File: src/rtl/core/pti_pkg.sv
// shared types, widths and command codes of the permutation table
package pti_pkg;

    localparam int PTI_MAX_ELEMENTS = 64;
    localparam int IDX_W            = 6;
    localparam int SIZE_W           = 7;
    localparam int CMD_W            = 3;

    localparam logic [SIZE_W-1:0] SIZE_RESET = 7'd64;

    localparam logic [CMD_W-1:0] CMD_IDENTITY = 3'd0;
    localparam logic [CMD_W-1:0] CMD_SET      = 3'd1;
    localparam logic [CMD_W-1:0] CMD_SWAP     = 3'd2;
    localparam logic [CMD_W-1:0] CMD_READ_FWD = 3'd3;
    localparam logic [CMD_W-1:0] CMD_READ_INV = 3'd4;
    localparam logic [CMD_W-1:0] CMD_INVERT   = 3'd5;
    localparam logic [CMD_W-1:0] CMD_ORBITS   = 3'd6;

    typedef struct packed {
        logic             clear;
        logic             rd_en;
        logic [IDX_W-1:0] rd_addr;
        logic             wr_en;
        logic [IDX_W-1:0] wr_addr;
        logic [IDX_W-1:0] wr_data;
    } pti_map_req_t;

    typedef struct packed {
        logic [IDX_W-1:0] rd_data;
        logic             rd_hit;
    } pti_map_rsp_t;

    typedef struct packed {
        logic [IDX_W-1:0] data;
        logic [IDX_W-1:0] element_index;
        logic             last;
        logic             range_error;
    } pti_result_t;

endpackage

File: src/rtl/core/pti_ram.sv
// generic single-port-write, single-port-read ram with registered read
module pti_ram #(
    parameter int WIDTH = 6,
    parameter int DEPTH = 64
) (
    input  logic                     clk,
    input  logic                     wr_en,
    input  logic [$clog2(DEPTH)-1:0] wr_addr,
    input  logic [WIDTH-1:0]         wr_data,
    input  logic                     rd_en,
    input  logic [$clog2(DEPTH)-1:0] rd_addr,
    output logic [WIDTH-1:0]         rd_data
);

    logic [WIDTH-1:0] mem [DEPTH];
    logic [WIDTH-1:0] rd_data_reg;

    always_ff @(posedge clk)
    begin
        if (wr_en)
        begin
            mem[wr_addr] <= wr_data;
        end
        if (rd_en)
        begin
            rd_data_reg <= mem[rd_addr];
        end
    end

    assign rd_data = rd_data_reg;

endmodule

File: src/rtl/core/pti_map.sv
// index store: ram plus per-entry valid bits, unwritten entries read as their own index
module pti_map import pti_pkg::*; #(
    parameter int DEPTH = PTI_MAX_ELEMENTS
) (
    input  logic         clk,
    input  logic         rst_n,
    input  pti_map_req_t req,
    output pti_map_rsp_t rsp
);

    localparam int AW = $clog2(DEPTH);

    logic [DEPTH-1:0] valid_reg;
    logic [DEPTH-1:0] valid_next;
    logic             hit_reg;
    logic             hit_next;
    logic [AW-1:0]    addr_reg;
    logic [AW-1:0]    ram_q;

    pti_ram #(
        .WIDTH (AW),
        .DEPTH (DEPTH)
    ) u_ram (
        .clk     (clk),
        .wr_en   (req.wr_en),
        .wr_addr (req.wr_addr[AW-1:0]),
        .wr_data (req.wr_data[AW-1:0]),
        .rd_en   (req.rd_en),
        .rd_addr (req.rd_addr[AW-1:0]),
        .rd_data (ram_q)
    );

    // clear drops every entry back to its reset value at once
    always_comb
    begin
        valid_next = req.clear ? '0 : valid_reg;
        if (req.wr_en)
        begin
            valid_next[req.wr_addr[AW-1:0]] = 1'b1;
        end
        hit_next = req.rd_en ? valid_reg[req.rd_addr[AW-1:0]] : hit_reg;
    end

    always_ff @(posedge clk or negedge rst_n)
    begin
        if (!rst_n)
        begin
            valid_reg <= '0;
            hit_reg   <= 1'b0;
        end
        else
        begin
            valid_reg <= valid_next;
            hit_reg   <= hit_next;
        end
    end

    always_ff @(posedge clk)
    begin
        if (req.rd_en)
        begin
            addr_reg <= req.rd_addr[AW-1:0];
        end
    end

    assign rsp.rd_data = hit_reg ? IDX_W'(ram_q) : IDX_W'(addr_reg);
    assign rsp.rd_hit  = hit_reg;

endmodule

File: src/rtl/core/pti_ctrl.sv
// command sequencer: map read-modify-write, orbit walk and output register
module pti_ctrl import pti_pkg::*; #(
    parameter int MAX_ELEMENTS = PTI_MAX_ELEMENTS
) (
    input  logic              clk,
    input  logic              rst_n,
    input  logic              in_valid,
    output logic              in_ready,
    input  logic [CMD_W-1:0]  command,
    input  logic [IDX_W-1:0]  position,
    input  logic [IDX_W-1:0]  operand_value,
    input  logic [SIZE_W-1:0] size_in_use,
    output logic              out_valid,
    input  logic              out_ready,
    output pti_result_t       result,
    output logic              roles_swapped,
    output pti_map_req_t      f_req,
    input  pti_map_rsp_t      f_rsp,
    output pti_map_req_t      g_req,
    input  pti_map_rsp_t      g_rsp,
    output pti_map_req_t      l_req,
    input  pti_map_rsp_t      l_rsp
);

    localparam logic [SIZE_W-1:0] MAX_N = SIZE_W'(MAX_ELEMENTS);

    localparam logic [3:0] ST_IDLE     = 4'd0;
    localparam logic [3:0] ST_RD_WAIT  = 4'd1;
    localparam logic [3:0] ST_SWAP_V   = 4'd2;
    localparam logic [3:0] ST_SET_AB   = 4'd3;
    localparam logic [3:0] ST_SET_WR2  = 4'd4;
    localparam logic [3:0] ST_EMIT     = 4'd5;
    localparam logic [3:0] ST_ORB_RD   = 4'd6;
    localparam logic [3:0] ST_ORB_CHK  = 4'd7;
    localparam logic [3:0] ST_ORB_EMIT = 4'd8;
    localparam logic [3:0] ST_ORB_WALK = 4'd9;

    logic [3:0]        state_reg,  state_next;
    logic              roles_reg,  roles_next;
    logic              walk_reg,   walk_next;
    logic              oval_reg,   oval_next;
    logic [CMD_W-1:0]  cmd_reg,    cmd_next;
    logic [IDX_W-1:0]  pos_reg,    pos_next;
    logic [IDX_W-1:0]  opv_reg,    opv_next;
    logic [IDX_W-1:0]  i_reg,      i_next;
    pti_result_t       res_reg,    res_next;
    pti_result_t       out_reg,    out_next;

    logic [SIZE_W-1:0] n_eff;
    logic              pos_err;
    logic              opv_err;
    logic              slot_free;
    logic              load_out;

    // size zero acts as one, size above the table depth acts as the depth
    always_comb
    begin
        if (size_in_use == '0)
        begin
            n_eff = SIZE_W'(1);
        end
        else if (size_in_use > MAX_N)
        begin
            n_eff = MAX_N;
        end
        else
        begin
            n_eff = size_in_use;
        end
    end

    assign pos_err   = {1'b0, position} >= n_eff;
    assign opv_err   = {1'b0, operand_value} >= n_eff;
    assign slot_free = !oval_reg || out_ready;
    assign in_ready  = (state_reg == ST_IDLE);

    always_comb
    begin
        state_next = state_reg;
        roles_next = roles_reg;
        walk_next  = walk_reg;
        cmd_next   = cmd_reg;
        pos_next   = pos_reg;
        opv_next   = opv_reg;
        i_next     = i_reg;
        res_next   = res_reg;
        load_out   = 1'b0;
        f_req      = '0;
        g_req      = '0;
        l_req      = '0;

        unique case (state_reg)
            ST_IDLE:
            begin
                if (in_valid)
                begin
                    cmd_next               = command;
                    pos_next               = position;
                    opv_next               = operand_value;
                    res_next.data          = '0;
                    res_next.element_index = position;
                    res_next.last          = 1'b1;
                    res_next.range_error   = 1'b0;
                    state_next             = ST_EMIT;
                    unique case (command)
                        CMD_IDENTITY:
                        begin
                            f_req.clear = 1'b1;
                            g_req.clear = 1'b1;
                            roles_next  = 1'b0;
                        end
                        CMD_SET:
                        begin
                            if (pos_err || opv_err)
                            begin
                                res_next.range_error = 1'b1;
                            end
                            else
                            begin
                                f_req.rd_en   = 1'b1;
                                f_req.rd_addr = position;
                                g_req.rd_en   = 1'b1;
                                g_req.rd_addr = operand_value;
                                state_next    = ST_SET_AB;
                            end
                        end
                        CMD_SWAP:
                        begin
                            if (pos_err || opv_err)
                            begin
                                res_next.range_error = 1'b1;
                            end
                            else
                            begin
                                f_req.rd_en   = 1'b1;
                                f_req.rd_addr = operand_value;
                                state_next    = ST_SWAP_V;
                            end
                        end
                        CMD_READ_FWD:
                        begin
                            if (pos_err)
                            begin
                                res_next.range_error = 1'b1;
                            end
                            else
                            begin
                                f_req.rd_en   = 1'b1;
                                f_req.rd_addr = position;
                                state_next    = ST_RD_WAIT;
                            end
                        end
                        CMD_READ_INV:
                        begin
                            if (pos_err)
                            begin
                                res_next.range_error = 1'b1;
                            end
                            else
                            begin
                                g_req.rd_en   = 1'b1;
                                g_req.rd_addr = position;
                                state_next    = ST_RD_WAIT;
                            end
                        end
                        CMD_INVERT:
                        begin
                            roles_next = !roles_reg;
                        end
                        CMD_ORBITS:
                        begin
                            l_req.clear = 1'b1;
                            i_next      = '0;
                            state_next  = ST_ORB_RD;
                        end
                        default:
                        begin
                            res_next.data = '0;
                        end
                    endcase
                end
            end
            ST_RD_WAIT:
            begin
                res_next.data = (cmd_reg == CMD_READ_INV) ? g_rsp.rd_data : f_rsp.rd_data;
                state_next    = ST_EMIT;
            end
            ST_SWAP_V:
            begin
                // the value at the second position is placed at the first
                opv_next      = f_rsp.rd_data;
                f_req.rd_en   = 1'b1;
                f_req.rd_addr = pos_reg;
                g_req.rd_en   = 1'b1;
                g_req.rd_addr = f_rsp.rd_data;
                state_next    = ST_SET_AB;
            end
            ST_SET_AB:
            begin
                // the position that held the value takes over the old value
                f_req.wr_en   = 1'b1;
                f_req.wr_addr = g_rsp.rd_data;
                f_req.wr_data = f_rsp.rd_data;
                g_req.wr_en   = 1'b1;
                g_req.wr_addr = f_rsp.rd_data;
                g_req.wr_data = g_rsp.rd_data;
                state_next    = ST_SET_WR2;
            end
            ST_SET_WR2:
            begin
                f_req.wr_en   = 1'b1;
                f_req.wr_addr = pos_reg;
                f_req.wr_data = opv_reg;
                g_req.wr_en   = 1'b1;
                g_req.wr_addr = opv_reg;
                g_req.wr_data = pos_reg;
                res_next.data = (cmd_reg == CMD_SET) ? opv_reg : '0;
                state_next    = ST_EMIT;
            end
            ST_EMIT:
            begin
                if (slot_free)
                begin
                    load_out   = 1'b1;
                    state_next = ST_IDLE;
                end
            end
            ST_ORB_RD:
            begin
                l_req.rd_en   = 1'b1;
                l_req.rd_addr = i_reg;
                state_next    = ST_ORB_CHK;
            end
            ST_ORB_CHK:
            begin
                res_next.element_index = i_reg;
                res_next.range_error   = 1'b0;
                res_next.last          = (({1'b0, i_reg} + SIZE_W'(1)) == n_eff);
                if (l_rsp.rd_hit)
                begin
                    res_next.data = l_rsp.rd_data;
                    walk_next     = 1'b0;
                end
                else
                begin
                    // first unvisited element is the smallest of its cycle
                    res_next.data = i_reg;
                    walk_next     = 1'b1;
                    l_req.wr_en   = 1'b1;
                    l_req.wr_addr = i_reg;
                    l_req.wr_data = i_reg;
                end
                state_next = ST_ORB_EMIT;
            end
            ST_ORB_EMIT:
            begin
                if (slot_free)
                begin
                    load_out = 1'b1;
                    if (walk_reg)
                    begin
                        f_req.rd_en   = 1'b1;
                        f_req.rd_addr = i_reg;
                        state_next    = ST_ORB_WALK;
                    end
                    else if (res_reg.last)
                    begin
                        state_next = ST_IDLE;
                    end
                    else
                    begin
                        i_next     = i_reg + IDX_W'(1);
                        state_next = ST_ORB_RD;
                    end
                end
            end
            ST_ORB_WALK:
            begin
                if (f_rsp.rd_data == i_reg)
                begin
                    if (res_reg.last)
                    begin
                        state_next = ST_IDLE;
                    end
                    else
                    begin
                        i_next     = i_reg + IDX_W'(1);
                        state_next = ST_ORB_RD;
                    end
                end
                else
                begin
                    l_req.wr_en   = 1'b1;
                    l_req.wr_addr = f_rsp.rd_data;
                    l_req.wr_data = i_reg;
                    f_req.rd_en   = 1'b1;
                    f_req.rd_addr = f_rsp.rd_data;
                end
            end
            default:
            begin
                state_next = ST_IDLE;
            end
        endcase
    end

    always_comb
    begin
        oval_next = oval_reg;
        out_next  = out_reg;
        if (load_out)
        begin
            oval_next = 1'b1;
            out_next  = res_reg;
        end
        else if (out_ready)
        begin
            oval_next = 1'b0;
        end
    end

    always_ff @(posedge clk or negedge rst_n)
    begin
        if (!rst_n)
        begin
            state_reg <= ST_IDLE;
            roles_reg <= 1'b0;
            walk_reg  <= 1'b0;
            oval_reg  <= 1'b0;
        end
        else
        begin
            state_reg <= state_next;
            roles_reg <= roles_next;
            walk_reg  <= walk_next;
            oval_reg  <= oval_next;
        end
    end

    always_ff @(posedge clk)
    begin
        cmd_reg <= cmd_next;
        pos_reg <= pos_next;
        opv_reg <= opv_next;
        i_reg   <= i_next;
        res_reg <= res_next;
        out_reg <= out_next;
    end

    assign out_valid     = oval_reg;
    assign result        = out_reg;
    assign roles_swapped = roles_reg;

endmodule

File: src/rtl/core/permutation_table_with_inverse.sv
// top level of the permutation table with forward and inverse maps
//
// Keeps a permutation of the first size_in_use elements as a forward map and an
// inverse map, each in its own ram with registered read, and keeps the two
// consistent on every change. Commands arrive on the s_ stream, one transaction
// each; results leave on the m_ stream through an output register, one
// transaction per result, with tlast on the final one of a command. Items are
// handled one at a time: the next command is taken once the sequencer is back in
// idle, even while a result still waits in the output register. Set reads both
// maps, writes the displaced pair, then writes the placed pair; swap adds one
// more read ahead of these to fetch the second value. Orbits read and emit the
// label of each element, plus one forward-map read per element on the cycle
// walk. Since only one command is in flight no forwarding is needed. Identity
// resets take effect at once through per-entry valid bits, so there is no
// clearing pass after reset. An index at or above the size in use returns data 0
// with range_error set and leaves both maps alone. Invert only flips the role bit
// that says which ram acts as the forward map. The user must write size_in_use
// only while the block is idle; the block itself does not enforce this. An
// identity command is expected after a change.
module permutation_table_with_inverse import pti_pkg::*; #(
    parameter int MAX_ELEMENTS = PTI_MAX_ELEMENTS
) (
    input  logic              clk,
    input  logic              rst_n,
    // command transaction
    input  logic              s_tvalid,
    output logic              s_tready,
    input  logic [15:0]       s_tdata,     // position[5:0], operand_value[11:6], zero pad
    input  logic [CMD_W-1:0]  s_tuser,     // command[2:0]
    // result transaction
    output logic              m_tvalid,
    input  logic              m_tready,
    output logic [15:0]       m_tdata,     // data[5:0], element_index[11:6], zero pad
    output logic              m_tlast,     // final result of the command
    output logic [0:0]        m_tuser,     // range_error[0]
    // size_in_use register write
    input  logic              cfg_wr_en,
    input  logic [SIZE_W-1:0] cfg_wr_data
);

    logic [SIZE_W-1:0] size_reg;
    logic              roles;
    pti_result_t       result;

    // logical maps as the sequencer sees them
    pti_map_req_t f_req, g_req, l_req;
    pti_map_rsp_t f_rsp, g_rsp, l_rsp;

    // physical rams, fixed
    pti_map_req_t fwd_req, inv_req;
    pti_map_rsp_t fwd_rsp, inv_rsp;

    // size register, reset to the full table
    always_ff @(posedge clk or negedge rst_n)
    begin
        if (!rst_n)
        begin
            size_reg <= SIZE_RESET;
        end
        else if (cfg_wr_en)
        begin
            size_reg <= cfg_wr_data;
        end
    end

    pti_ctrl #(
        .MAX_ELEMENTS (MAX_ELEMENTS)
    ) u_ctrl (
        .clk           (clk),
        .rst_n         (rst_n),
        .in_valid      (s_tvalid),
        .in_ready      (s_tready),
        .command       (s_tuser),
        .position      (s_tdata[5:0]),
        .operand_value (s_tdata[11:6]),
        .size_in_use   (size_reg),
        .out_valid     (m_tvalid),
        .out_ready     (m_tready),
        .result        (result),
        .roles_swapped (roles),
        .f_req         (f_req),
        .f_rsp         (f_rsp),
        .g_req         (g_req),
        .g_rsp         (g_rsp),
        .l_req         (l_req),
        .l_rsp         (l_rsp)
    );

    // role steering: after an odd number of inverts the inverse ram serves as
    // the forward map and the other way round; roles only change in idle
    always_comb
    begin
        fwd_req = roles ? g_req : f_req;
        inv_req = roles ? f_req : g_req;
        f_rsp   = roles ? inv_rsp : fwd_rsp;
        g_rsp   = roles ? fwd_rsp : inv_rsp;
    end

    // forward map
    pti_map #(
        .DEPTH (MAX_ELEMENTS)
    ) u_fwd_map (
        .clk   (clk),
        .rst_n (rst_n),
        .req   (fwd_req),
        .rsp   (fwd_rsp)
    );

    // inverse map
    pti_map #(
        .DEPTH (MAX_ELEMENTS)
    ) u_inv_map (
        .clk   (clk),
        .rst_n (rst_n),
        .req   (inv_req),
        .rsp   (inv_rsp)
    );

    // orbit labels; valid bit set means the element was already visited
    pti_map #(
        .DEPTH (MAX_ELEMENTS)
    ) u_label_map (
        .clk   (clk),
        .rst_n (rst_n),
        .req   (l_req),
        .rsp   (l_rsp)
    );

    // result packing
    assign m_tdata = {4'b0000, result.element_index, result.data};
    assign m_tlast = result.last;
    assign m_tuser = result.range_error;

endmodule

File: config.mk
export PLATFORM = sky130hd
export DESIGN_NAME = permutation_table_with_inverse
export DESIGN_NICKNAME = d
export VERILOG_FILES = /design/src/rtl/core/pti_pkg.sv /design/src/rtl/core/pti_ram.sv /design/src/rtl/core/pti_map.sv /design/src/rtl/core/pti_ctrl.sv /design/src/rtl/core/permutation_table_with_inverse.sv
export SDC_FILE = /design/constraint.sdc
export NUM_CORES = 2
export LEC_CHECK = 0
export ABC_AREA = 0
export BUFFER_PORTS_ARGS = -buffer_cell sky130_fd_sc_hd__buf_4
export CAP_MARGIN = 20
export CORE_AREA = 2 2 301 303
export DETAILED_ROUTE_END_ITERATION = 8
export DIE_AREA = 0 0 303 305
export GPL_TIMING_DRIVEN = 0
export PLACE_DENSITY = 0.84
export SLEW_MARGIN = 20
export SYNTH_ARGS = -nofsm -noshare
export SYNTH_HDL_FRONTEND = slang
export SYNTH_SLANG_ARGS = --single-unit
File: constraint.sdc
create_clock -name clk -period 14.3 [get_ports clk]
set_clock_uncertainty 0.1 [all_clocks]
set_input_delay 2.86 -clock clk [delete_from_list [all_inputs] [get_ports clk]]
set_output_delay 2.86 -clock clk [all_outputs]
set_load 0.1 [all_outputs]
# ---- Yosys cells after proc, flatten, opt, wreduce, memory -nomap -nowiden
# Memory sizes are Yosys's and may differ from the RTL's. A register that Yosys moved wholly into a read port is not among the register bits.
# Index checks and enable logic that the tools add are counted.
dict set report classes {
  n_addsub 2
  n_lt_le_gt_ge 12
  n_eq_ne 25
  muxes 91
  bitwise 3
  reduce_logical 27
}
# operator n
set ops {}
lappend ops {{$mux 64} 6}
lappend ops {{$or 64x64->64} 3}
lappend ops {{$pmux 13 s2} 3}
lappend ops {{$mux 7} 11}
lappend ops {{$mux 6} 12}
lappend ops {{$lt 6x7->1 const B} 6}
lappend ops {{$mux 21} 2}
lappend ops {{$pmux 4 s9} 1}
lappend ops {{$pmux 7 s2} 2}
lappend ops {{$pmux 7 s4} 1}
lappend ops {{$mux 13} 2}
lappend ops {{$mux 1} 25}
lappend ops {{$pmux 6 s4} 1}
lappend ops {{$pmux 7 s3} 1}
lappend ops {{$mux 4} 5}
lappend ops {{$bmux 1 s6} 3}
lappend ops {{$demux 1 s6} 3}
lappend ops {{$ge 6x1->1 const B} 3}
lappend ops {{$pmux 6 s3} 1}
lappend ops {{$eq 4x3->1 const B} 4}
lappend ops {{$mux 8} 2}
lappend ops {{$pmux 4 s4} 1}
lappend ops {{$pmux 8 s2} 1}
lappend ops {{$ge 6x7->1} 2}
lappend ops {{other kinds (31)} 59}
dict set report totals {
  ff_bits 270
  mem_bits_rw 1152
  in_bits 31
  mem_count 3
}
# memory depth width read_ports rd_ports_with_merged_regs write_ports line_no
set memory_table {}
lappend memory_table {u_fwd_map.u_ram.mem 64 6 1 1 1 pti_ram.sv:15} ;# logic [WIDTH-1:0] mem [DEPTH];
lappend memory_table {u_inv_map.u_ram.mem 64 6 1 1 1 pti_ram.sv:15}
lappend memory_table {u_label_map.u_ram.mem 64 6 1 1 1 pti_ram.sv:15}

# ---- Logic depth before layout (Yosys ltp)
dict set report logic_depth {
  depth_word 16
  ltp_mapped 20
}

# ---- By module
# From an unflattened synthesis, not the netlist that was laid out.
dict set report unflattened {
  cells_unflattened 3608
  area_unflattened_um2 61129.9
}
# module n_inst cells_each area_each_um2
set by_module_without_submodules {}
lappend by_module_without_submodules {{pti_ram (u_inv_map.u_ram ...)} 2 720 15285.9}
lappend by_module_without_submodules {{pti_ram (u_fwd_map.u_ram)} 1 727 15237.1}
lappend by_module_without_submodules {pti_ctrl 1 403 4032.6}
lappend by_module_without_submodules {{pti_map (u_label_map)} 1 318 3399.5}
lappend by_module_without_submodules {{pti_map (u_inv_map)} 1 318 3382.0}
lappend by_module_without_submodules {{pti_map (u_fwd_map)} 1 320 3370.7}
lappend by_module_without_submodules {permutation_table_with_inverse 1 82 1136.1}

# ---- Worst setup path after synthesis
# Ideal clock, no wire load.
dict set report synth_timing {
  kind {input to register}
  start {input s_tdata[6]}
  end {register u_fwd_map.u_ram.rd_data_reg[4], in the netlist u_fwd_map.u_ram.rd_data[4], read port of u_fwd_map.u_ram.mem, data pin}
  setup_time_ns 0.272
  arrival_time_ns 6.124
  setup_slack_ns 7.804
  stages 17
  n_path_buf 4
  cell_sequence {inv_1 -> ha_1 -> nand2b_1 -> a211o_1 -> clkbuf_1 -> o2bb2ai_1 -> or4_1 -> and3_1 -> a21o_1 -> buf_2 -> buf_6 -> buf_2 -> nand2_1 -> nand3_1 -> a32oi_1 -> a21oi_1 -> or4_1}
}
dict set report synth_via {
  elab_chain_cells 7
  word_cells_on_any_way 11
  cone_classes {order compare (1); mux (9); reduce/logical (1)}
}
# element line_no
set synth_rtl {}
lappend synth_rtl {{start, declared} permutation_table_with_inverse.sv:28} ;# input logic [15:0] s_tdata,
lappend synth_rtl {{$ge 6x7->1} pti_ctrl.sv:73} ;# assign opv_err = {1'b0, operand_value} >= n_eff;
lappend synth_rtl {{$logic_or 1x1->1} {pti_ctrl.sv:114, pti_ctrl.sv:129}}
lappend synth_rtl {{$mux 7 (on tied branches)} {pti_ctrl.sv:114, pti_ctrl.sv:129}}
lappend synth_rtl {{$pmux 7 s3 / $pmux 7 s2 (equally long branches)} pti_ctrl.sv:105} ;# unique case (command)
lappend synth_rtl {{$mux 8} pti_ctrl.sv:95} ;# if (in_valid)
lappend synth_rtl {{$pmux 7 s4 / $pmux 7 s2 (equally long branches)} pti_ctrl.sv:92} ;# unique case (state_reg)
lappend synth_rtl {{$mux 21 *} permutation_table_with_inverse.sv:93} ;# fwd_req = roles ? g_req : f_req;
lappend synth_rtl {{end, declared} pti_ram.sv:16} ;# logic [WIDTH-1:0] rd_data_reg;
# Mark *: on every way between the ends. The rest lies on a longest branch, timed or not.
# A chain may end at the register's enable or synchronous reset.

# ---- Worst setup path in the final report
dict set report layout_timing {
  start {input s_tdata[0]}
  end {register u_inv_map.u_ram.rd_data_reg[0], in the netlist u_inv_map.u_ram.rd_data[0], read port of u_inv_map.u_ram.mem, data pin}
}
dict set report layout_via {
  elab_chain_cells 7
  word_cells_on_any_way 12
  cone_classes {order compare (1); mux (10); reduce/logical (1)}
}
# element line_no
set layout_rtl {}
lappend layout_rtl {{$ge 6x7->1} pti_ctrl.sv:72} ;# assign pos_err = {1'b0, position} >= n_eff;
lappend layout_rtl {{$logic_or 1x1->1} {pti_ctrl.sv:114, pti_ctrl.sv:129}}
lappend layout_rtl {{$mux 7 (on tied branches)} {pti_ctrl.sv:114, pti_ctrl.sv:129}}
lappend layout_rtl {{$pmux 7 s3 / $pmux 7 s2 (equally long branches)} pti_ctrl.sv:105}
lappend layout_rtl {{$mux 8} pti_ctrl.sv:95}
lappend layout_rtl {{$pmux 7 s4 / $pmux 7 s2 (equally long branches)} pti_ctrl.sv:92}
lappend layout_rtl {{$mux 21 *} permutation_table_with_inverse.sv:94} ;# inv_req = roles ? f_req : g_req;
lappend layout_rtl {{end, declared} pti_ram.sv:16}
# Marked as above.

==> flow_metrics.env <==
export IMPL_status="finished with violations"
export IMPL_violations="design-rule violations"
export IMPL_area_growth_synth_to_final_pct=12.1
export IMPL_grt_pass1_wl_um=255000
export IMPL_io_buffers=41
export IMPL_drv_slew=0
export IMPL_dp_hpwl_um=116000
export IMPL_chipHeight_um=305
export IMPL_clock_path_buffers=3
export IMPL_power_density_nw_per_um2=202
export IMPL_yosysMostFrequentCell="edfxtp_1"
export IMPL_dr_total_vias=42200
export IMPL_setup_viol=0
export IMPL_ys_ff_latch=1440
export IMPL_cts_buffers=141
export IMPL_path_clk_slew_ps=60
export IMPL_hold_viol=0
export IMPL_leakage_uw=0.0264
export IMPL_yosysTopAreaCellShare=0.614
export IMPL_path_cells="buf_4 -> inv_1 -> ha_1 -> nor2b_1 -> o21ai_0 -> a21oi_1 -> and3_1 -> a221o_1 -> o32ai_1 -> clkbuf_1 -> clkbuf_1 -> clkbuf_1 -> a311oi_1 -> o41ai_1 -> o2111ai_1"
export IMPL_cp_max_fo=10
export IMPL_htree_levels=4
export IMPL_die_w_um=303
export IMPL_fin_crit_sh=0.579
export IMPL_ys_seq_area_frac=0.701
export IMPL_drt_iter0_drc=6545
export IMPL_tightest_slew_ps=1210
export IMPL_reg_top3="u_fwd_map.u_ram.mem x384, u_inv_map.u_ram.mem x384, u_label_map.u_ram.mem x384"
export IMPL_nets=4819
export IMPL_cp_required_ps=14600
export IMPL_cp_slowest_cell="o41ai_1"
export IMPL_crit_path_end_kind="register"
export IMPL_maxSlewHeadroom=0.190
export IMPL_vias_per_cell=6.94
export IMPL_peakVddDrop_uv=194
export IMPL_synthesis_area_um2=60200
export IMPL_synth_edff_count=1231
export IMPL_fillers=5135
export IMPL_ant_nets=0
export IMPL_globalplace_congestion=0.996
export IMPL_dp_cells=5808
export IMPL_crit_top_cell="clkbuf_1"
export IMPL_rsz0062_at_grt="no"
export IMPL_synth_area_leaders="edfxtp_1 61%, dfrtp_1 8.6%, nand2_1 5.7%"
export IMPL_arrival_ps=8580
export IMPL_yosys_warnings=0
export IMPL_hp_class="register to register"
export IMPL_start_util=0.674
export IMPL_die_area_um2=92400
export IMPL_antenna_found_initial=7
export IMPL_p_total_uw=13600
export IMPL_async_flop_share=0.145
export IMPL_cts_root_buf="clkbuf_16"
export IMPL_io_pins=51
export IMPL_post_drt_wl_per_cell_um=28.7
export IMPL_postSynthCellCount=4560
export IMPL_core_area_um2=89300
export IMPL_maxCapViolations=0
export IMPL_grt_usage=0.377
export IMPL_synth_top_area_cell="edfxtp_1"
export IMPL_start_kind="input pin"
export IMPL_avgSynthCellArea_um2=13.2
export IMPL_ys_flop_type="edfxtp_1"
export IMPL_synth_common_cells="1231 x edfxtp_1, 917 x nand2_1, 327 x mux2i_1"
export IMPL_post_layout_nonfiller_instances=6076
export IMPL_grt_overflow_total=0
export IMPL_drtPass1Iterations=9
export IMPL_post_cts_resize_count=0
export IMPL_drive_above_1_share=0.0801
export IMPL_cts_setup_buffers=0
export IMPL_setup_tns_ps=0
export IMPL_grt_pass1_vias=41100
export IMPL_wirelength_um=175000
export IMPL_grt_max_degree=94
export IMPL_clock_sinks=1440
export IMPL_crit_type="input pin to register"
export IMPL_cts_tree="done"
export IMPL_num_rows=110
export IMPL_layout_min_cycle_time_ps=8290
export IMPL_max_freq_mhz=121
export IMPL_drcViolationCount=6
export IMPL_max_stage_delay_ps=760
export IMPL_ctsHoldBuffers=0
export IMPL_clock_latency_ps=770
export IMPL_synth_cell_types=74
==> power by group <==
| part | internal, uW | switching, uW | total (uW) |
|---|---|---|---|
| combinational | 1280 | 3180 | 4460 |
| clock | 2130 | 1600 | 3740 |
| sequential | 5270 | 146 | 5420 |
==> metrics by stage <==
step	hold WS, ps	utilization	worst slack [ps]	instance area (um^2)
after floorplan	300	-	7800	60200
after global placement	305	0.694	4240	62000
after detailed placement	305	0.704	5540	62900
after CTS	318	0.756	6320	67500
after global routing	322	0.756	5920	67500
final	318	0.756	6010	67500
==> metal layers <==
layer  routed length [um]  part of all wire  track usage  vias to the layer above
met4                11100             0.064        0.214                        6
li1                     -                 -            -                    17600
met5                   51           0.00029            0                        -
met3                20900              0.12       0.0947                      684
met2                81700              0.47        0.588                     3397
met1                60700              0.35        0.485                    20500
==> logic make-up after synthesis <==
group | after synthesis | share of synthesized area
compound gates | 818 | 0.100
mux | 348 | 0.0585
fa+ha+maj | 13 | 0.00270
simple gates | 1598 | 0.113
buf+inv | 326 | 0.0223
other cells | 1 | 0.0000623
flops | 1440 | 0.701
xor+xnor | 16 | 0.00233
==> final timing paths <==
path | start | endpoint | cells after the start | slack, ps
max | s_tdata[0] | u_inv_map.u_ram.rd_data[0]$_DFFE_PP_ | 15 | 6010
min | u_ctrl.res_reg[13]$_DFFE_PP_ | u_ctrl.result[13]$_DFFE_PP_ | 0 | 320
max reg2reg | size_reg[6]$_DFFE_PN1P_ | u_inv_map.u_ram.rd_data[0]$_DFFE_PP_ | 15 | 7290
min reg2reg | u_ctrl.res_reg[13]$_DFFE_PP_ | u_ctrl.result[13]$_DFFE_PP_ | 0 | 320
max in group asynchronous | rst_n | u_label_map.valid_reg[4]$_DFF_PN0_ | 2 | 11340
min in group asynchronous | rst_n | u_inv_map.valid_reg[58]$_DFF_PN0_ | 1 | 1890
==> layout by cell type (no fill, tap or decap), types with 36 or more instances in the layout <==
cell	Yosys	layout
nor2_1	283	277
mux2i_1	327	327
edfxtp_1	1231	1231
and3_1	133	133
nand3_1	162	162
o221ai_1	48	48
a21oi_1	95	95
a32oi_1	36	36
buf_4	9	49
o21ai_0	80	80
a21o_1	184	184
nand2_1	917	917
clkbuf_1	207	242
buf_2	44	44
clkbuf_16	0	143
a311oi_1	125	125
dfrtp_1	208	208
==> critical path, delay by kind of cell <==
| family | cells | cell delay, ps |
|---|---|---|
| AO/OA/AOI/OAI | 7 | 3040 |
| adder cells (fa/ha/maj) | 1 | 320 |
| buffers and inverters | 5 | 2040 |
| AND/OR/NAND/NOR | 2 | 310 |
==> area by class of cell <==
class	instances	area (um^2)	area share
Clock buffer	190	3870	0.0574
Buffer	291	1210	0.0179
Sequential cell	1440	42200	0.625
Antenna cell	5	12.5	0.000185
Clock inverter	73	744	0.0110
Inverter	35	134	0.00198
Timing Repair Buffer	69	1060	0.0157
Tap cell	1176	1470	0.0218
Multi-Input combinational cell	2797	16800	0.249
Power figures use the tool's default switching activity.
